[config.mk]
export PLATFORM = sky130hd
export DESIGN_NAME = fdmc_result_flat
export DESIGN_NICKNAME = d
export VERILOG_FILES = /design/src/rtl/fdmc_pkg.sv /design/src/rtl/fdmc_if.sv /design/src/rtl/fdmc_result.sv /design/src/flat_wrapper.sv
export SDC_FILE = /design/constraint.sdc
export NUM_CORES = 2
export LEC_CHECK = 0
export ABC_AREA = 1
export ABC_CLOCK_PERIOD_IN_PS = 7800
export BUFFER_PORTS_ARGS = -buffer_cell sky130_fd_sc_hd__buf_2
export CORE_ASPECT_RATIO = 2
export CORE_MARGIN = 3
export CORE_UTILIZATION = 65
export CTS_CLUSTER_SIZE = 20
export DETAILED_ROUTE_END_ITERATION = 7
export GPL_TIMING_DRIVEN = 0
export PLACE_DENSITY_LB_ADDON = 0.08
export SLEW_MARGIN = 20
export SYNTH_ARGS = -nofsm -noshare
export SYNTH_HDL_FRONTEND = slang
export SYNTH_SLANG_ARGS = --single-unit
[constraint.sdc]
create_clock -name clk -period 7.8 [get_ports clk]
set_input_delay 0.39 -clock clk [delete_from_list [all_inputs] [get_ports clk]]
set_output_delay 0.39 -clock clk [all_outputs]
set_load 0.01 [all_outputs]
[src/rtl/fdmc_pkg.sv]
`timescale 1ns / 1ps
// ----------------------------------------------------------------------------
// fdmc_pkg
// Types and constants shared by the frame difference motion counter files.
// ----------------------------------------------------------------------------
package fdmc_pkg;

    localparam int SAMPLE_W = 8;
    localparam int SAMPLES  = 6;
    localparam int PIX_W    = SAMPLE_W * SAMPLES;

    localparam int CNT_W    = 23;
    localparam int DIM_W    = 12;
    localparam int THR_W    = 8;
    localparam int MTH_W    = 14;

    localparam logic [CNT_W-1:0] COUNT_MAX    = 23'h7FFFFF;
    localparam int               MOTION_SCALE = 10000;

    // gray = (a + b + c) / 3 as (sum * 683) >> 11, exact for sums up to 765
    localparam logic [9:0] GRAY_RECIP = 10'd683;
    localparam int         GRAY_SHIFT = 11;

    localparam int RES_DEPTH = 16;
    localparam int RES_PTR_W = 4;
    localparam int RES_CNT_W = 5;

    // register reset values
    localparam logic [DIM_W-1:0] RST_FRAME_WIDTH  = 12'd640;
    localparam logic [DIM_W-1:0] RST_FRAME_HEIGHT = 12'd480;
    localparam logic [THR_W-1:0] RST_PIXEL_THR    = 8'd25;
    localparam logic             RST_PER_CHANNEL  = 1'b0;
    localparam logic             RST_BLUR_ENABLE  = 1'b0;
    localparam logic             RST_COLOR_INPUT  = 1'b1;
    localparam logic [MTH_W-1:0] RST_MOTION_THR   = 14'd100;

    typedef enum logic [2:0] {
        REG_FRAME_WIDTH  = 3'd0,
        REG_FRAME_HEIGHT = 3'd1,
        REG_PIXEL_THR    = 3'd2,
        REG_PER_CHANNEL  = 3'd3,
        REG_BLUR_ENABLE  = 3'd4,
        REG_COLOR_INPUT  = 3'd5,
        REG_MOTION_THR   = 3'd6
    } reg_idx_t;

    // sample k at [8k+7:8k]: first r, g, b, then second r, g, b
    typedef logic [PIX_W-1:0] pix_t;

    typedef struct packed {
        logic [DIM_W-1:0] frame_width;
        logic [DIM_W-1:0] frame_height;
        logic [THR_W-1:0] pixel_threshold;
        logic             per_channel_mode;
        logic             blur_enable;
        logic             color_input;
        logic [MTH_W-1:0] motion_thr;
    } cfg_t;

    typedef struct packed {
        logic             valid;
        logic [CNT_W-1:0] changed;
    } res_req_t;

    typedef struct packed {
        logic [CNT_W-1:0] changed_pixels;
        logic [CNT_W-1:0] total_pixels;
        logic             motion_detected;
    } res_item_t;

endpackage

[src/rtl/fdmc_if.sv]


interface fdmc_res_if;
    logic                       valid;
    logic                       ready;
    logic [fdmc_pkg::CNT_W-1:0] changed_pixels;
    logic [fdmc_pkg::CNT_W-1:0] total_pixels;
    logic                       motion_detected;

    modport source (
        output valid, changed_pixels, total_pixels, motion_detected,
        input  ready
    );
    modport sink (
        input  valid, changed_pixels, total_pixels, motion_detected,
        output ready
    );
endinterface

[src/rtl/fdmc_result.sv]
`timescale 1ns / 1ps
// ----------------------------------------------------------------------------
// fdmc_result
// Frame result math (total, motion compare), result queue and output register.
// ----------------------------------------------------------------------------
module fdmc_result #(
    parameter int WW = 12,
    parameter int HW = 12
) (
    input  logic                       clk,
    input  logic                       rst_n,
    input  fdmc_pkg::res_req_t         req,
    input  logic                       claim,
    input  logic [WW-1:0]              w_eff,
    input  logic [HW-1:0]              h_eff,
    input  logic [fdmc_pkg::MTH_W-1:0] motion_thr,
    output logic                       space,
    fdmc_res_if.source                 res_out
);

    localparam int PW   = WW + HW;
    localparam int TOTW = (PW > fdmc_pkg::CNT_W) ? PW : fdmc_pkg::CNT_W;
    localparam int TPW  = fdmc_pkg::MTH_W + TOTW;
    localparam int CPW  = fdmc_pkg::CNT_W + fdmc_pkg::MTH_W;
    localparam int CMPW = (CPW > TPW) ? CPW : TPW;

    logic                          a_valid_reg;
    logic [fdmc_pkg::CNT_W-1:0]    a_changed_reg;
    logic [TOTW-1:0]               a_total_reg;
    logic [CPW-1:0]                a_chprod_reg;

    logic                          b_valid_reg;
    logic [fdmc_pkg::CNT_W-1:0]    b_changed_reg;
    logic [TOTW-1:0]               b_total_reg;
    logic [CPW-1:0]                b_chprod_reg;
    logic [TPW-1:0]                b_thrprod_reg;

    fdmc_pkg::res_item_t           fifo_mem [fdmc_pkg::RES_DEPTH];
    logic [fdmc_pkg::RES_PTR_W-1:0] wr_ptr_reg;
    logic [fdmc_pkg::RES_PTR_W-1:0] rd_ptr_reg;
    logic [fdmc_pkg::RES_CNT_W-1:0] fifo_cnt_reg;
    logic [fdmc_pkg::RES_CNT_W-1:0] fifo_cnt_next;
    logic [fdmc_pkg::RES_CNT_W-1:0] pending_reg;
    logic [fdmc_pkg::RES_CNT_W-1:0] pending_next;

    logic                          out_valid_reg;
    fdmc_pkg::res_item_t           out_item_reg;

    fdmc_pkg::res_item_t           push_item;
    logic                          load;
    logic                          pop;

    always_comb
    begin
        push_item.changed_pixels  = b_changed_reg;
        push_item.total_pixels    = b_total_reg[fdmc_pkg::CNT_W-1:0];
        push_item.motion_detected = CMPW'(b_chprod_reg) >= CMPW'(b_thrprod_reg);
    end

    assign pop  = out_valid_reg && res_out.ready;
    assign load = (fifo_cnt_reg != '0) && (!out_valid_reg || res_out.ready);

    always_comb
    begin
        fifo_cnt_next = fifo_cnt_reg + fdmc_pkg::RES_CNT_W'(b_valid_reg)
                        - fdmc_pkg::RES_CNT_W'(load);
        pending_next  = pending_reg + fdmc_pkg::RES_CNT_W'(claim)
                        - fdmc_pkg::RES_CNT_W'(pop);
    end

    // every claimed frame holds a slot from accept until its transaction completes
    assign space = pending_reg != fdmc_pkg::RES_CNT_W'(fdmc_pkg::RES_DEPTH);

    always_ff @(posedge clk or negedge rst_n)
    begin
        if (!rst_n)
        begin
            a_valid_reg   <= 1'b0;
            b_valid_reg   <= 1'b0;
            wr_ptr_reg    <= '0;
            rd_ptr_reg    <= '0;
            fifo_cnt_reg  <= '0;
            pending_reg   <= '0;
            out_valid_reg <= 1'b0;
        end
        else
        begin
            a_valid_reg  <= req.valid;
            b_valid_reg  <= a_valid_reg;
            fifo_cnt_reg <= fifo_cnt_next;
            pending_reg  <= pending_next;
            if (b_valid_reg)
            begin
                wr_ptr_reg <= wr_ptr_reg + 1'b1;
            end
            if (load)
            begin
                rd_ptr_reg    <= rd_ptr_reg + 1'b1;
                out_valid_reg <= 1'b1;
            end
            else if (pop)
            begin
                out_valid_reg <= 1'b0;
            end
        end
    end

    always_ff @(posedge clk)
    begin
        if (req.valid)
        begin
            a_changed_reg <= req.changed;
            a_total_reg   <= TOTW'(w_eff) * TOTW'(h_eff);
            a_chprod_reg  <= CPW'(req.changed) * CPW'(fdmc_pkg::MOTION_SCALE);
        end
        if (a_valid_reg)
        begin
            b_changed_reg <= a_changed_reg;
            b_total_reg   <= a_total_reg;
            b_chprod_reg  <= a_chprod_reg;
            b_thrprod_reg <= TPW'(motion_thr) * TPW'(a_total_reg);
        end
        if (b_valid_reg)
        begin
            fifo_mem[wr_ptr_reg] <= push_item;
        end
        if (load)
        begin
            out_item_reg <= fifo_mem[rd_ptr_reg];
        end
    end

    assign res_out.valid           = out_valid_reg;
    assign res_out.changed_pixels  = out_item_reg.changed_pixels;
    assign res_out.total_pixels    = out_item_reg.total_pixels;
    assign res_out.motion_detected = out_item_reg.motion_detected;

endmodule

[src/flat_wrapper.sv]
// flat-port wrapper written by rule: the top's interface ports become plain ports
module fdmc_result_flat 
#(
    parameter int WW = 12,
    parameter int HW = 12
)
  (clk, rst_n, req, claim, w_eff, h_eff, motion_thr, space, res_out_valid, res_out_changed_pixels, res_out_total_pixels, res_out_motion_detected, res_out_ready);
  fdmc_res_if res_out_i ();
  input  logic clk;
  input  logic rst_n;
  input  fdmc_pkg::res_req_t req;
  input  logic claim;
  input  logic [WW-1:0] w_eff;
  input  logic [HW-1:0] h_eff;
  input  logic [fdmc_pkg::MTH_W-1:0] motion_thr;
  output logic space;
  output wire logic [$bits(res_out_i.valid)-1:0] res_out_valid;
  output wire logic [$bits(res_out_i.changed_pixels)-1:0] res_out_changed_pixels;
  output wire logic [$bits(res_out_i.total_pixels)-1:0] res_out_total_pixels;
  output wire logic [$bits(res_out_i.motion_detected)-1:0] res_out_motion_detected;
  input wire logic [$bits(res_out_i.ready)-1:0] res_out_ready;
  assign res_out_valid = res_out_i.valid;
  assign res_out_changed_pixels = res_out_i.changed_pixels;
  assign res_out_total_pixels = res_out_i.total_pixels;
  assign res_out_motion_detected = res_out_i.motion_detected;
  assign res_out_i.ready = res_out_ready;
  fdmc_result #(.WW(WW), .HW(HW)) u_core (.clk(clk), .rst_n(rst_n), .req(req), .claim(claim), .w_eff(w_eff), .h_eff(h_eff), .motion_thr(motion_thr), .space(space), .res_out(res_out_i));
endmodule
Word level (Yosys, flattened, before mapping)
Memories as Yosys holds them, arrays and structs flattened. A register that Yosys moved wholly into a read port is not among the register bits.
Cells that the tools add are included.
- RAM bits: 752
- flip-flop bits (word level): 218
- bits in latches: 0
- ROM bits: 0
- memories: 1
- output and inout bits: 49
- memory list (memory ; depth ; width ; read ports ; clocked after Yosys merged registers in ; write ports ; line ; text):
    u_core.fifo_mem ; 16 ; 47 ; 1 ; 1 ; 1 ; fdmc_result.sv:38 ; fdmc_pkg::res_item_t fifo_mem [fdmc_pkg::RES_DEPTH];
- shift-type cells: 0
- reductions and logical operators: 6
- div/mod/pow operators: 0
- muxes and demuxes: 4
- order comparisons: 1
- bitwise operators: 0
- add/sub/neg operators: 6
- multiply operators: 3
- equality and inequality tests: 1
- operators with widths (kind ; count):
    $ge A37 B38 Y1 ; 1
    $mul A14 B24 Y38 ; 1
    $mul A23 B10 Y33 const B ; 1
    $mul A12 B12 Y24 ; 1
    $add A5 B1 Y5 ; 2
    $sub A5 B1 Y5 ; 2
    $add A4 B1 Y4 const B ; 2
    $ne A5 B5 Y1 const B ; 1
    $reduce_bool A5 Y1 ; 1
    $mux W1 ; 4
    $logic_and A1 B1 Y1 ; 2
    $reduce_bool A2 Y1 ; 1
    $logic_not A1 Y1 ; 1
    $logic_or A1 B1 Y1 ; 1

Logic depth before layout (Yosys ltp)
- depth after elaboration: 4
- depth in mapped cells: 28
- mapped depth without buffers: 27

Worst setup path after synthesis
No wires, ideal clock.
- kind: reg-to-reg
- from: register u_core.a_total_reg[21]
- to: register u_core.b_thrprod_reg[33], data pin
- period minus slack after synthesis: 5.270 ns
- path slack: 2.530 ns
- cell stages (with the launch flop): 27
- path buffers: 1
- library setup time: 0.252 ns
- arrival: 5.018 ns
- cell sequence: edfxtp_1 > clkbuf_1 > nand2_1 > fa_1 > inv_1 > fa_1 > fa_1 > inv_1 > fa_1 > inv_1 > fa_1 > inv_1 > fa_1 > inv_1 > ha_1 > nand2_1 > inv_1 > nand2_1 > inv_1 > nand2_1 > nand2_1 > inv_1 > nor2_1 > nor2_1 > nand2_1 > nand2_1 > nand2_1
- longest elaborated chain between the ends: 1
- ends and longest elaborated chain (element ; line ; text):
    start: declaration ; fdmc_result.sv:29 ; logic [TOTW-1:0] a_total_reg;
    start signal: assignment ; fdmc_result.sv:113 ; a_total_reg <= TOTW'(w_eff) * TOTW'(h_eff);
    $mul A14 B24 Y38 ; fdmc_result.sv:121 ; b_thrprod_reg <= TPW'(motion_thr) * TPW'(a_total_reg);
    end signal: assignment ; fdmc_result.sv:121 ;
    end: declaration ; fdmc_result.sv:36 ; logic [TPW-1:0] b_thrprod_reg;
Every way passes these cells.
A chain may end at the register's enable or synchronous reset.

Worst setup path after layout
- from: register u_core.a_total_reg[10]
- to: register u_core.b_thrprod_reg[37], data pin
The elaborated chain is that of the path after synthesis.

==> out/metrics.yaml <==
grt:
  track_usage_pct: 36.9
  grt_max_degree: 53
  grt_pass1_vias: 43547
  antenna_found_initial: 5
  grt_overflow_total: 0
  grt_pass1_wl_mm: 253
synth:
  yosysMostFrequentCell: "edfxtp_1"
  synth_area_um2: 58500
  synth_top_area_share_pct: 50.8
  synth-edff-count: 988
  ys_types: 38
  seq_area_frac_synth_pct: 51.7
  synth_ff_type: "edfxtp_1"
  yosys_warnings: 0
  synth_top_cell_by_area: "edfxtp_1"
  ys_top_cells_by_count: "edfxtp_1 (988), nand2_1 (914), inv_1 (887), nor2_1 (505), fa_1 (419)"
  syn_inst: 5301
  synth_seq_cells: 1009
  avgSynthCellArea_um2: 11.0
  synthArstFlopShare_pct: 2.08
  synth.area.top_cells: "edfxtp_1 (51%), fa_1 (14%), ha_1 (6.5%), nand2_1 (5.9%), inv_1 (5.7%)"
  synth.net_count: 6091
critical_path:
  critPathRequiredTime_ns: 8.23
  worstPathMaxFanout: 10
  crit_type: "reg -> reg"
  worst_setup_path_end_kind: "flip-flop"
  cp.arrival_ns: 6.98
  start_kind: "flip-flop"
routing:
  drc: 2
  num_vias: 41190
  ant_nets: 0
  drt_iter0_drc: 3691
  wl_met3_mm: 12.4
  drt_pass1_iterations: 8
  routed_via_density: 6.07
  wl_mm: 168
  wl_met1_mm: 50.2
  wl_per_cell_um: 24.8
  wl_met2_mm: 89.6
  highest_layer: "met5"
clock_tree:
  post_cts_resized: 0
  cts_max_level: 3
  cts.reportedPaths.clkPinSlew_ns: 0.07
  clock_sinks: 1009
  cts_buffers: 83
  root_buffer: "clkbuf_16"
  ctsLongestPathBuffers: 3
  cts_tree: "yes"
  holdBufCountCts: 5
  clk_latency_ns: 0.69
  cts_setup_buffers: 0
sta:
  min_period_ns: 6.55
  finalHoldViolations: 0
  tns_ns: 0
  relSlewSlack_pct: 22.3
  worst_slew_pin_slew_ns: 1.17
  fmax_mhz: 153
  drv_slew: 0
  period_share_pct: 84.0
  finalSetupViolCount: 0
  finClkSkew_ns: 0.0295
  grt_setup_unrepaired: "no"
die:
  die_w_um: 218
  die_area_um2: 93800
  start_util_pct: 65.5
  io_pins: 115
  rows: 155
  die_y_um: 430
  core_area_um2: 89200
placed_design:
  gp_congestion: 0.989
  dp.cells: 6632
  io_buffer_count: 114
  hpwl_mm: 128
cells_and_area:
  final_nets: 6335
  largest_register_ffs: 752
  layout.cells.non_filler: 6790
  drive_gt1_share_pct: 6.37
  areaGrowthSynthToFinish_pct: 9.76
worst_hold_path:
  hold_path_class: "in -> reg"
outcome:
  status: "complete, but fails checks"
  violations: "design-rule violations"
job:
  max_cap_viol_count: 0
[stage by stage]
stage | cell area (µm²) | util (%) | setup slack [ns] | hold slack [ns]
floorplan | 58500 | - | 2.53 | 0.0944
finish | 64200 | 71.9 | 1.25 | 0.0355
CTS | 64100 | 71.9 | 1.33 | 0.00142
detailed placement | 61600 | 69.0 | 1.36 | 0.405
global placement | 60500 | 67.8 | 1.36 | 0.403
global route | 64200 | 71.9 | 0.926 | 0.0233
[critical path, cell delays in order, from the launching register on]
cell,delay [ns]
edfxtp_1,0.66
clkbuf_1,0.54
nand2_1,0.17
fa_1,0.58
inv_1,0.06
fa_1,0.57
fa_1,0.46
fa_1,0.46
fa_1,0.75
inv_1,0.10
fa_1,0.50
inv_1,0.05
ha_1,0.39
nand2_1,0.12
inv_1,0.07
nand2_1,0.12
nor2_1,0.17
nand4_1,0.10
nand3_1,0.18
nand2_1,0.11
nand3_1,0.08
nand2_1,0.05
[placed cells by master, fill, tap and decap left out, types with 27 or more instances in the layout]
| cell | count |
|---|---|
| edfxtp_1 | 988 |
| inv_1 | 886 |
| o211ai_1 | 27 |
| nand2_1 | 914 |
| xor2_1 | 45 |
| o21ai_1 | 64 |
| clkbuf_16 | 84 |
| nor2_1 | 489 |
| nand3_1 | 145 |
| ha_1 | 305 |
| o221ai_1 | 162 |
| a21oi_1 | 106 |
| fa_1 | 419 |
| buf_6 | 28 |
| o21ai_0 | 361 |
| clkbuf_1 | 183 |
| buf_2 | 132 |
[final timing paths]
path	startpoint	to	slack [ns]	cells past startpoint
hold reg to reg	u_core.a_chprod_reg[21]	u_core.b_chprod_reg[21]	0.42	0
min in group asynchronous	rst_n	u_core.rd_ptr_reg[0]	0.25	2
hold / removal	req[2]	u_core.a_changed_reg[2]	0.04	1
setup / recovery	u_core.a_total_reg[10]	u_core.b_thrprod_reg[37]	1.25	21
max in group asynchronous	rst_n	u_core.a_valid_reg	7.08	2
setup reg to reg	u_core.a_total_reg[10]	u_core.b_thrprod_reg[37]	1.25	21
[cells by family after synthesis]
group / Yosys count / share of synthesized area (%)
simple gates: 1613 / 10.9
buf+inv: 1121 / 7.75
flops: 1009 / 51.7
compound gates: 772 / 7.94
fa+ha+maj: 724 / 20.9
xor+xnor: 62 / 0.929
[metal layers]
metal  up-vias  global-route usage [%]
met2      2199                    67.0
met4         2                    28.0
li1      18098                       -
met1     20054                    36.3
met5         -                       0
met3       837                    7.26
[cell type report]
cell class | instances | area, µm²
clock inverter | 37 | 307
fill | 6505 | 25000
antenna | 5 | 12.5
clock buffer | 111 | 2230
timing repair buffer | 159 | 1550
buffer | 231 | 1180
tap | 1177 | 1470
sequential | 1009 | 30200
multi-input combinational | 3171 | 23900
inverter | 890 | 3350
Power is not shown: default switching activity piles up to over one toggle a cycle in this logic, so the estimate is an artifact.
